<file path="src/npp_pkg.sv">
// Package: shared types and constants for the nearest-point-on-polyline block.
`default_nettype none
package npp_pkg;
  localparam int CW   = 20;         // coordinate width, signed Q16.4
  localparam int RB   = 16;         // ratio fraction bits
  localparam int QW   = RB + 1;     // quotient width, ratio in [0,1]
  localparam int MW   = 22;         // shared multiplier operand width
  localparam int PW   = 2 * MW;     // product and accumulator width
  localparam int DW   = 2 * CW + 2; // divider operand width
  localparam int DSTW = 2 * CW + 1; // result distance width
  localparam int AW   = 3;          // APB address width

  localparam logic [AW-1:0] ADDR_ANCHOR_X = 3'd0;
  localparam logic [AW-1:0] ADDR_ANCHOR_Y = 3'd4;

  typedef struct packed {
    logic                 move_to;
    logic signed [CW-1:0] vertex_x;
    logic signed [CW-1:0] vertex_y;
    logic                 last_vertex;
  } vertex_t;

  typedef struct packed {
    logic signed [CW-1:0] nearest_x;
    logic signed [CW-1:0] nearest_y;
    logic [DSTW-1:0]      distance_squared;
    logic                 found;
  } result_t;

  typedef enum logic [4:0] {
    ST_IDLE, ST_DIFF, ST_NUM0, ST_NUM1, ST_DEN0, ST_DEN1, ST_DEN2, ST_DECIDE,
    ST_DIV, ST_FOOT0, ST_FOOT1, ST_FOOT2, ST_DIST0, ST_DIST1, ST_DIST2,
    ST_ENDB, ST_PICK, ST_UPDATE, ST_FINISH
  } state_t;
endpackage
`default_nettype wire

</file>
<file path="src/nearest_point_on_polyline_top.sv">
// Top level: vertex intake, sequencer around one shared multiplier, result register.
// A move-to vertex goes straight to the finish state. A segment needs four products for the
// ratio terms, a division for the ratio, two products for the foot and two for its distance
// when the anchor projects inside it, and two endpoint distances of two products each when
// an endpoint wins; vertex_stall is high whenever the sequencer is not idle. Every product
// goes through a single registered 22x22 multiplier, and the ratio comes from a bit-serial
// restoring divider. The result is held in an output register; a final vertex waits only
// if the previous result was not taken.
`default_nettype none
module nearest_point_on_polyline_top (
  input  wire logic                         clk,
  input  wire logic                         rst,
  input  wire logic                         vertex_valid,
  output logic                              vertex_stall,
  input  wire npp_pkg::vertex_t             vertex,
  output logic                              result_valid,
  input  wire logic                         result_stall,
  output npp_pkg::result_t                  result,
  input  wire logic                         psel,
  input  wire logic                         penable,
  input  wire logic                         pwrite,
  input  wire logic [npp_pkg::AW-1:0]       paddr,
  input  wire logic [31:0]                  pwdata,
  output logic [31:0]                       prdata,
  output logic                              pready
);
  localparam int CW = npp_pkg::CW;
  localparam int MW = npp_pkg::MW;
  localparam int PW = npp_pkg::PW;
  localparam logic signed [PW-1:0] DIST_MAX = PW'((64'd1 << npp_pkg::DSTW) - 64'd1);

  npp_pkg::state_t state, state_next, ret;

  logic signed [CW-1:0] anchor_x, anchor_y;
  logic signed [CW-1:0] prev_x, prev_y, bx, by, tx, ty;
  logic                 last_r;
  logic signed [MW-1:0] ux, uy, wx, wy;
  logic signed [PW-1:0] p, acc, num, den, cd, d1;
  logic signed [CW-1:0] best_x, best_y;
  logic signed [PW-1:0] best_d;
  logic                 best_valid;
  logic signed [MW-1:0] ma, mb, ex, ey;
  logic                 div_start, div_done;
  logic [npp_pkg::QW-1:0] quot;
  logic signed [MW-1:0] q_s;
  logic                 in_range;
  logic                 finish_go;
  logic                 result_taken;

  // Configuration port
  assign pready = 1'b1;
  always_ff @(posedge clk) begin
    if (rst) begin
      anchor_x <= '0;
      anchor_y <= '0;
    end else if (psel && penable && pwrite) begin
      if (paddr == npp_pkg::ADDR_ANCHOR_X) anchor_x <= pwdata[CW-1:0];
      else if (paddr == npp_pkg::ADDR_ANCHOR_Y) anchor_y <= pwdata[CW-1:0];
    end
  end
  always_comb begin
    prdata = '0;
    if (paddr == npp_pkg::ADDR_ANCHOR_X) prdata = 32'(anchor_x);
    else if (paddr == npp_pkg::ADDR_ANCHOR_Y) prdata = 32'(anchor_y);
  end

  assign vertex_stall = (state != npp_pkg::ST_IDLE);

  // Foot coordinate: base plus product scaled down, truncated toward zero
  function automatic logic signed [CW-1:0] foot(input logic signed [CW-1:0] a,
                                                input logic signed [PW-1:0] t);
    logic signed [PW-1:0] mag;
    logic signed [PW-1:0] sh;
    logic signed [PW-1:0] r;
    mag = t[PW-1] ? -t : t;
    sh  = mag >>> npp_pkg::RB;
    r   = t[PW-1] ? (PW'(a) - sh) : (PW'(a) + sh);
    return r[CW-1:0];
  endfunction

  assign ex       = MW'(anchor_x) - MW'(tx);
  assign ey       = MW'(anchor_y) - MW'(ty);
  assign q_s      = MW'(quot);
  assign in_range = (den != '0) && !num[PW-1] && (num <= den);

  // Select operands of the shared multiplier
  always_comb begin
    ma = '0;
    mb = '0;
    case (state)
      npp_pkg::ST_NUM0:  begin ma = wx;  mb = ux; end
      npp_pkg::ST_NUM1:  begin ma = wy;  mb = uy; end
      npp_pkg::ST_DEN0:  begin ma = ux;  mb = ux; end
      npp_pkg::ST_DEN1:  begin ma = uy;  mb = uy; end
      npp_pkg::ST_FOOT0: begin ma = q_s; mb = ux; end
      npp_pkg::ST_FOOT1: begin ma = q_s; mb = uy; end
      npp_pkg::ST_DIST0: begin ma = ex;  mb = ex; end
      npp_pkg::ST_DIST1: begin ma = ey;  mb = ey; end
      default:           begin ma = '0;  mb = '0; end
    endcase
  end

  always_ff @(posedge clk) p <= ma * mb;

  npp_divider u_div (
    .clk  (clk),
    .rst  (rst),
    .start(div_start),
    .num  (num[npp_pkg::DW-1:0]),
    .den  (den[npp_pkg::DW-1:0]),
    .done (div_done),
    .quot (quot)
  );

  // Next state
  always_comb begin
    state_next = state;
    div_start  = 1'b0;
    case (state)
      npp_pkg::ST_IDLE:
        if (vertex_valid) state_next = vertex.move_to ? npp_pkg::ST_FINISH : npp_pkg::ST_DIFF;
      npp_pkg::ST_DIFF:  state_next = npp_pkg::ST_NUM0;
      npp_pkg::ST_NUM0:  state_next = npp_pkg::ST_NUM1;
      npp_pkg::ST_NUM1:  state_next = npp_pkg::ST_DEN0;
      npp_pkg::ST_DEN0:  state_next = npp_pkg::ST_DEN1;
      npp_pkg::ST_DEN1:  state_next = npp_pkg::ST_DEN2;
      npp_pkg::ST_DEN2:  state_next = npp_pkg::ST_DECIDE;
      npp_pkg::ST_DECIDE: begin
        if (in_range) begin
          div_start  = 1'b1;
          state_next = npp_pkg::ST_DIV;
        end else begin
          state_next = npp_pkg::ST_DIST0;
        end
      end
      npp_pkg::ST_DIV:   if (div_done) state_next = npp_pkg::ST_FOOT0;
      npp_pkg::ST_FOOT0: state_next = npp_pkg::ST_FOOT1;
      npp_pkg::ST_FOOT1: state_next = npp_pkg::ST_FOOT2;
      npp_pkg::ST_FOOT2: state_next = npp_pkg::ST_DIST0;
      npp_pkg::ST_DIST0: state_next = npp_pkg::ST_DIST1;
      npp_pkg::ST_DIST1: state_next = npp_pkg::ST_DIST2;
      npp_pkg::ST_DIST2: state_next = ret;
      npp_pkg::ST_ENDB:  state_next = npp_pkg::ST_DIST0;
      npp_pkg::ST_PICK:  state_next = npp_pkg::ST_UPDATE;
      npp_pkg::ST_UPDATE: state_next = npp_pkg::ST_FINISH;
      npp_pkg::ST_FINISH:
        if (!(last_r && result_valid && result_stall)) state_next = npp_pkg::ST_IDLE;
      default: state_next = npp_pkg::ST_IDLE;
    endcase
  end

  always_ff @(posedge clk) begin
    if (rst) state <= npp_pkg::ST_IDLE;
    else     state <= state_next;
  end

  // Datapath registers
  always_ff @(posedge clk) begin
    case (state)
      npp_pkg::ST_IDLE: if (vertex_valid) begin
        last_r <= vertex.last_vertex;
        bx     <= vertex.vertex_x;
        by     <= vertex.vertex_y;
      end
      npp_pkg::ST_DIFF: begin
        ux <= MW'(bx) - MW'(prev_x);
        uy <= MW'(by) - MW'(prev_y);
        wx <= MW'(anchor_x) - MW'(prev_x);
        wy <= MW'(anchor_y) - MW'(prev_y);
      end
      npp_pkg::ST_NUM1: acc <= p;
      npp_pkg::ST_DEN0: num <= acc + p;
      npp_pkg::ST_DEN1: acc <= p;
      npp_pkg::ST_DEN2: den <= acc + p;
      npp_pkg::ST_DECIDE: if (!in_range) begin
        tx  <= prev_x;
        ty  <= prev_y;
        ret <= npp_pkg::ST_ENDB;
      end
      npp_pkg::ST_FOOT1: tx <= foot(prev_x, p);
      npp_pkg::ST_FOOT2: begin
        ty  <= foot(prev_y, p);
        ret <= npp_pkg::ST_UPDATE;
      end
      npp_pkg::ST_DIST1: acc <= p;
      npp_pkg::ST_DIST2: cd <= acc + p;
      npp_pkg::ST_ENDB: begin
        d1  <= cd;
        tx  <= bx;
        ty  <= by;
        ret <= npp_pkg::ST_PICK;
      end
      npp_pkg::ST_PICK: if (d1 < cd) begin
        tx <= prev_x;
        ty <= prev_y;
        cd <= d1;
      end
      default: ;
    endcase
  end

  assign finish_go    = (state == npp_pkg::ST_FINISH) && !(last_r && result_valid && result_stall);
  assign result_taken = result_valid && !result_stall;

  // Running best, previous point and result register
  always_ff @(posedge clk) begin
    if (rst) begin
      prev_x       <= '0;
      prev_y       <= '0;
      best_x       <= '0;
      best_y       <= '0;
      best_d       <= DIST_MAX;
      best_valid   <= 1'b0;
      result_valid <= 1'b0;
    end else begin
      if (state == npp_pkg::ST_UPDATE && cd < best_d) begin
        best_x     <= tx;
        best_y     <= ty;
        best_d     <= cd;
        best_valid <= 1'b1;
      end
      if (finish_go && last_r) begin
        result_valid            <= 1'b1;
        result.found            <= best_valid;
        result.nearest_x        <= best_valid ? best_x : '0;
        result.nearest_y        <= best_valid ? best_y : '0;
        result.distance_squared <= best_valid ? best_d[npp_pkg::DSTW-1:0] : '0;
        prev_x     <= '0;
        prev_y     <= '0;
        best_x     <= '0;
        best_y     <= '0;
        best_d     <= DIST_MAX;
        best_valid <= 1'b0;
      end else begin
        if (finish_go) begin
          prev_x <= bx;
          prev_y <= by;
        end
        if (result_taken) result_valid <= 1'b0;
      end
    end
  end
endmodule
`default_nettype wire

</file>
<file path="src/npp_divider.sv">
// Restoring divider: one quotient bit per cycle for the projection ratio.
`default_nettype none
module npp_divider (
  input  wire logic                        clk,
  input  wire logic                        rst,
  input  wire logic                        start,
  input  wire logic [npp_pkg::DW-1:0]      num,
  input  wire logic [npp_pkg::DW-1:0]      den,
  output logic                             done,
  output logic [npp_pkg::QW-1:0]           quot
);
  localparam int CNTW = $clog2(npp_pkg::RB + 1);

  logic                    busy;
  logic [CNTW-1:0]         cnt;
  logic [npp_pkg::DW:0]    rem;
  logic [npp_pkg::DW:0]    den_r;
  logic [npp_pkg::DW:0]    rem_sh;
  logic                    q0;

  assign q0     = (num >= den);
  assign rem_sh = {rem[npp_pkg::DW-1:0], 1'b0};

  // Seed integer bit, then shift in one fraction bit a cycle
  always_ff @(posedge clk) begin
    if (rst) begin
      busy <= 1'b0;
      done <= 1'b0;
      cnt  <= '0;
    end else begin
      done <= 1'b0;
      if (start) begin
        busy  <= 1'b1;
        cnt   <= CNTW'(npp_pkg::RB);
        den_r <= {1'b0, den};
        quot  <= {{(npp_pkg::QW-1){1'b0}}, q0};
        rem   <= q0 ? {1'b0, num - den} : {1'b0, num};
      end else if (busy) begin
        if (rem_sh >= den_r) begin
          rem  <= rem_sh - den_r;
          quot <= {quot[npp_pkg::QW-2:0], 1'b1};
        end else begin
          rem  <= rem_sh;
          quot <= {quot[npp_pkg::QW-2:0], 1'b0};
        end
        cnt <= cnt - 1'b1;
        if (cnt == CNTW'(1)) begin
          busy <= 1'b0;
          done <= 1'b1;
        end
      end
    end
  end
endmodule
`default_nettype wire

</file>
<file path="config.mk">
export PLATFORM = sky130hd
export DESIGN_NAME = nearest_point_on_polyline_top
export DESIGN_NICKNAME = d
export VERILOG_FILES = /design/src/npp_pkg.sv /design/src/nearest_point_on_polyline_top.sv /design/src/npp_divider.sv
export SDC_FILE = /design/constraint.sdc
export NUM_CORES = 2
export LEC_CHECK = 0
export ABC_AREA = 1
export BUFFER_PORTS_ARGS = -buffer_cell sky130_fd_sc_hd__buf_2
export CAP_MARGIN = 20
export CORE_MARGIN = 5
export CORE_UTILIZATION = 70
export DETAILED_ROUTE_END_ITERATION = 12
export GPL_TIMING_DRIVEN = 0
export PLACE_DENSITY = 0.88
export SETUP_SLACK_MARGIN = 0.05
export SLEW_MARGIN = 10
export SYNTH_ARGS = -nofsm -noshare
export SYNTH_HDL_FRONTEND = slang
export SYNTH_SLANG_ARGS = --single-unit
</file>
<file path="constraint.sdc">
create_clock -name clk -period 13.4 [get_ports clk]
set_clock_uncertainty 0.2 [all_clocks]
set_input_delay 2.68 -clock clk [delete_from_list [all_inputs] [get_ports clk]]
set_output_delay 2.68 -clock clk [all_outputs]
set_load 0.01 [all_outputs]
</file>
==> impl_metrics.json <==
{
  "cts_tree": "done",
  "overflow": 0,
  "nets": 9323,
  "htree_levels": 3,
  "chipHeight_um": 318,
  "cts_setup_buffers": 0,
  "drive_gt1_frac": 0.0685,
  "gp_congestion": 1.06,
  "outcome": "complete, no violations",
  "worstReg2RegStart": "anchor_y[1]",
  "antenna_found_initial": 13,
  "drt_pass1_iterations": 9,
  "initial_core_util": 0.707,
  "drv_slew": 0,
  "hold_ws_ps": 226,
  "clk_pin_slew_ps": 70,
  "setup-tns-final_ps": 0,
  "syn-cell-area_um2": 66200,
  "final-setup-viol-count": 0,
  "worstHoldStart": "den[25]",
  "worst_pin_slew_ps": 1190,
  "grt_pass1_wl_mm": 356,
  "ys_seq_area_frac": 0.326,
  "setup_ws_ps": 2440,
  "start_kind": "flop",
  "worstPathRequired_ps": 13710,
  "synth_edf_count": 571,
  "slew_headroom": 0.196,
  "core_um2": 93600,
  "synth_area_per_cell_um2": 8.34,
  "power_density_nw_per_um2": 172,
  "placed_area_um2": 69100,
  "die_area_um2": 101000,
  "hold_viol": 0,
  "ctsRootBufferMaster": "clkbuf_16",
  "rsz0062_at_grt": "false",
  "wire_per_inst_um": 24.8,
  "clock_latency_ps": 720,
  "clock.fmax_ghz": 0.0913,
  "clk_path_buf_depth": 3,
  "fin_crit_ps": 10960,
  "dp_slack_ps": 2880,
  "ant_nets": 0,
  "arrival_ps": 11260,
  "power.total_uw": 12400,
  "path_class": "reg -> reg",
  "cts_resized": 0,
  "grt_pass1_vias": 60700,
  "wirelength_mm": 237,
  "hold_class": "reg -> reg",
  "cp_slowest_cell": "nor4_1",
  "area_growth_pct": 8.80,
  "cp_slowest_stage_delay_ps": 1030,
  "p_leak_uw": 0.0364,
  "grt_max_degree": 46,
  "mappedNetlistNets": 9032,
  "viasPerCell": 6.37,
  "num_vias": 60900,
  "worst_path_most_repeated_cell": "nand2_1",
  "grt_use_total": 0.459,
  "synth_warnings": 0,
  "cts_buffers": 84,
  "drt_iter0_markers": 8417,
  "drc_errors": 0,
  "critPathMaxFanout": 10,
  "critPathLaunch": "anchor_y[1]",
  "synthArstFlopShare": 0,
  "clock_sinks": 793,
  "fp-row-count": 112,
  "cap_violations": 0,
  "synthDistinctLibCells": 76,
  "syn-instance-count": 7939,
  "synthTopCellsByArea": "edfxtp_1 (26%), fa_1 (15%), nand2_1 (10%)",
  "ios": 201,
  "ir_drop_v": 0.000179,
  "ys.flop_type": "edfxtp_1",
  "finalCritPeriodShare": 0.818,
  "stdcell_area_um2": 72000,
  "hold_buffers": 0,
  "synth_top_area_share": 0.259,
  "dp_hpwl_mm": 185,
  "die_w_um": 318,
  "synth_area_leader_cell": "edfxtp_1",
  "ys_ff_latch": 793,
  "nFillCells": 6277,
  "cp-end-kind": "flop",
  "portBuffers": 187
}
-- worst max-delay path: cells and delay by family, from the launching register on --
kind | cells | cell delay (ps)
adders and majority gates | 9 | 4420
xor gates and xnor gates | 1 | 490
buffers and inverters | 7 | 1080
DFF | 1 | 520
AOI/OAI and AO/OA | 6 | 1440
and+or+nand+nor | 16 | 2630
-- area by class of cell --
type                            instances  area, um2  area share
Sequential cell                       793      21600       0.300
Clock inverter                         47        588     0.00816
Buffer                                219       1060      0.0148
Tap cell                             1254       1570      0.0218
Inverter                             1556       5840      0.0811
Timing Repair Buffer                  205       1270      0.0176
Clock buffer                          110       2330      0.0324
Antenna cell                            3       7.51    0.000104
Multi-Input combinational cell       5371      37800       0.524
-- report_power, final --
| group | leakage [uW] | internal (uW) | switching [uW] |
|---|---|---|---|
| combinational | 0.0278 | 1900 | 4620 |
| sequential | 0.00711 | 3140 | 278 |
| clock | 0.00142 | 1390 | 1100 |
| total | 0.0364 | 6420 | 6000 |
-- path summary, 6_finish.rpt --
kind | cells after the start | slack, ps | end
setup / recovery | 39 | 2440 | p[42]
hold / removal | 0 | 230 | u_div.den_r[25]
setup reg to reg | 39 | 2440 | p[42]
hold reg to reg | 0 | 230 | u_div.den_r[25]
-- metal layers --
layer  part of all wire  wire length [um]  up-vias  GRT usage
li1                   -                 -    26200          -
met5            0.00031                74        -          0
met3               0.13             29900     1394      0.122
met4              0.099             23500       12      0.351
met2               0.43            103000     4934      0.703
met1               0.34             81000    28300      0.557
-- layout by cell type, fill, tap and decap left out, types with 14 or more instances in the layout --
cell	n
a21o_1	27
nand3_1	184
xor2_1	147
clkinv_1	15
nor4_1	31
xnor2_1	101
a221oi_1	14
inv_1	1538
a31oi_1	88
buf_4	20
o21a_1	18
nand4_1	64
dfxtp_1	222
clkbuf_16	85
nor3_1	53
edfxtp_1	571
nor2_2	16
o21bai_1	22
inv_2	14
fa_1	499
nand2_1	1798
clkbuf_1	97
or2_2	17
o21ai_0	387
buf_2	293
o21ai_1	34
a21oi_1	556
o221ai_1	24
o211ai_1	96
a22o_1	31
a21boi_0	14
ha_1	510
nor2_1	501
-- through the flow --
step,std cells,util
6_report,9558,0.770
2_1_floorplan,7939,-
3_5_place_dp,9398,0.738
5_1_grt,9555,0.770
4_1_cts,9555,0.770
3_3_place_gp,9380,0.734
-- flip-flops by register name, indices dropped and copies added (netlist names), 21 cells and up --
name	count
ux	21
d1	44
cd	44
best_d	44
den	44
acc	44
u_div.den_r	42
result	82
wx	21
wy	21
num	44
u_div.rem	42
uy	21
p	44
-- cell families after synthesis --
family | count (synthesis) | synth area share
AND/OR/NAND/NOR | 2713 | 0.166
multiplexers | 2 | 0.000302
buffers and inverters | 1775 | 0.104
other | 1 | 0.0000566
AO/OA/AOI/OAI | 1397 | 0.123
XOR/XNOR | 249 | 0.0330
flip-flops | 793 | 0.326
adder cells (fa/ha/maj) | 1009 | 0.247
-- synth_stat cells, types with 8 or more instances --
library cell / count
nand2_1: 1798
inv_1: 1539
edfxtp_1: 571
a21oi_1: 557
ha_1: 510
nor2_1: 508
fa_1: 499
o21ai_0: 388
dfxtp_1: 222
nand3_1: 185
xor2_1: 147
buf_2: 103
xnor2_1: 101
o211ai_1: 96
a31oi_1: 88
clkbuf_1: 84
nand4_1: 64
nor3_1: 53
o21ai_1: 33
a22o_1: 31
nor4_1: 31
a21o_1: 27
o221ai_1: 24
o21bai_1: 22
buf_4: 19
o21a_1: 18
or2_2: 17
a21boi_0: 14
a221oi_1: 14
nor2_2: 14
inv_2: 13
nand3b_1: 12
o21ai_2: 11
a211oi_1: 10
a221o_1: 9
a21oi_2: 8
buf_1: 8
o22ai_1: 8
o31ai_1: 8
Power figures use the tool's default switching activity.
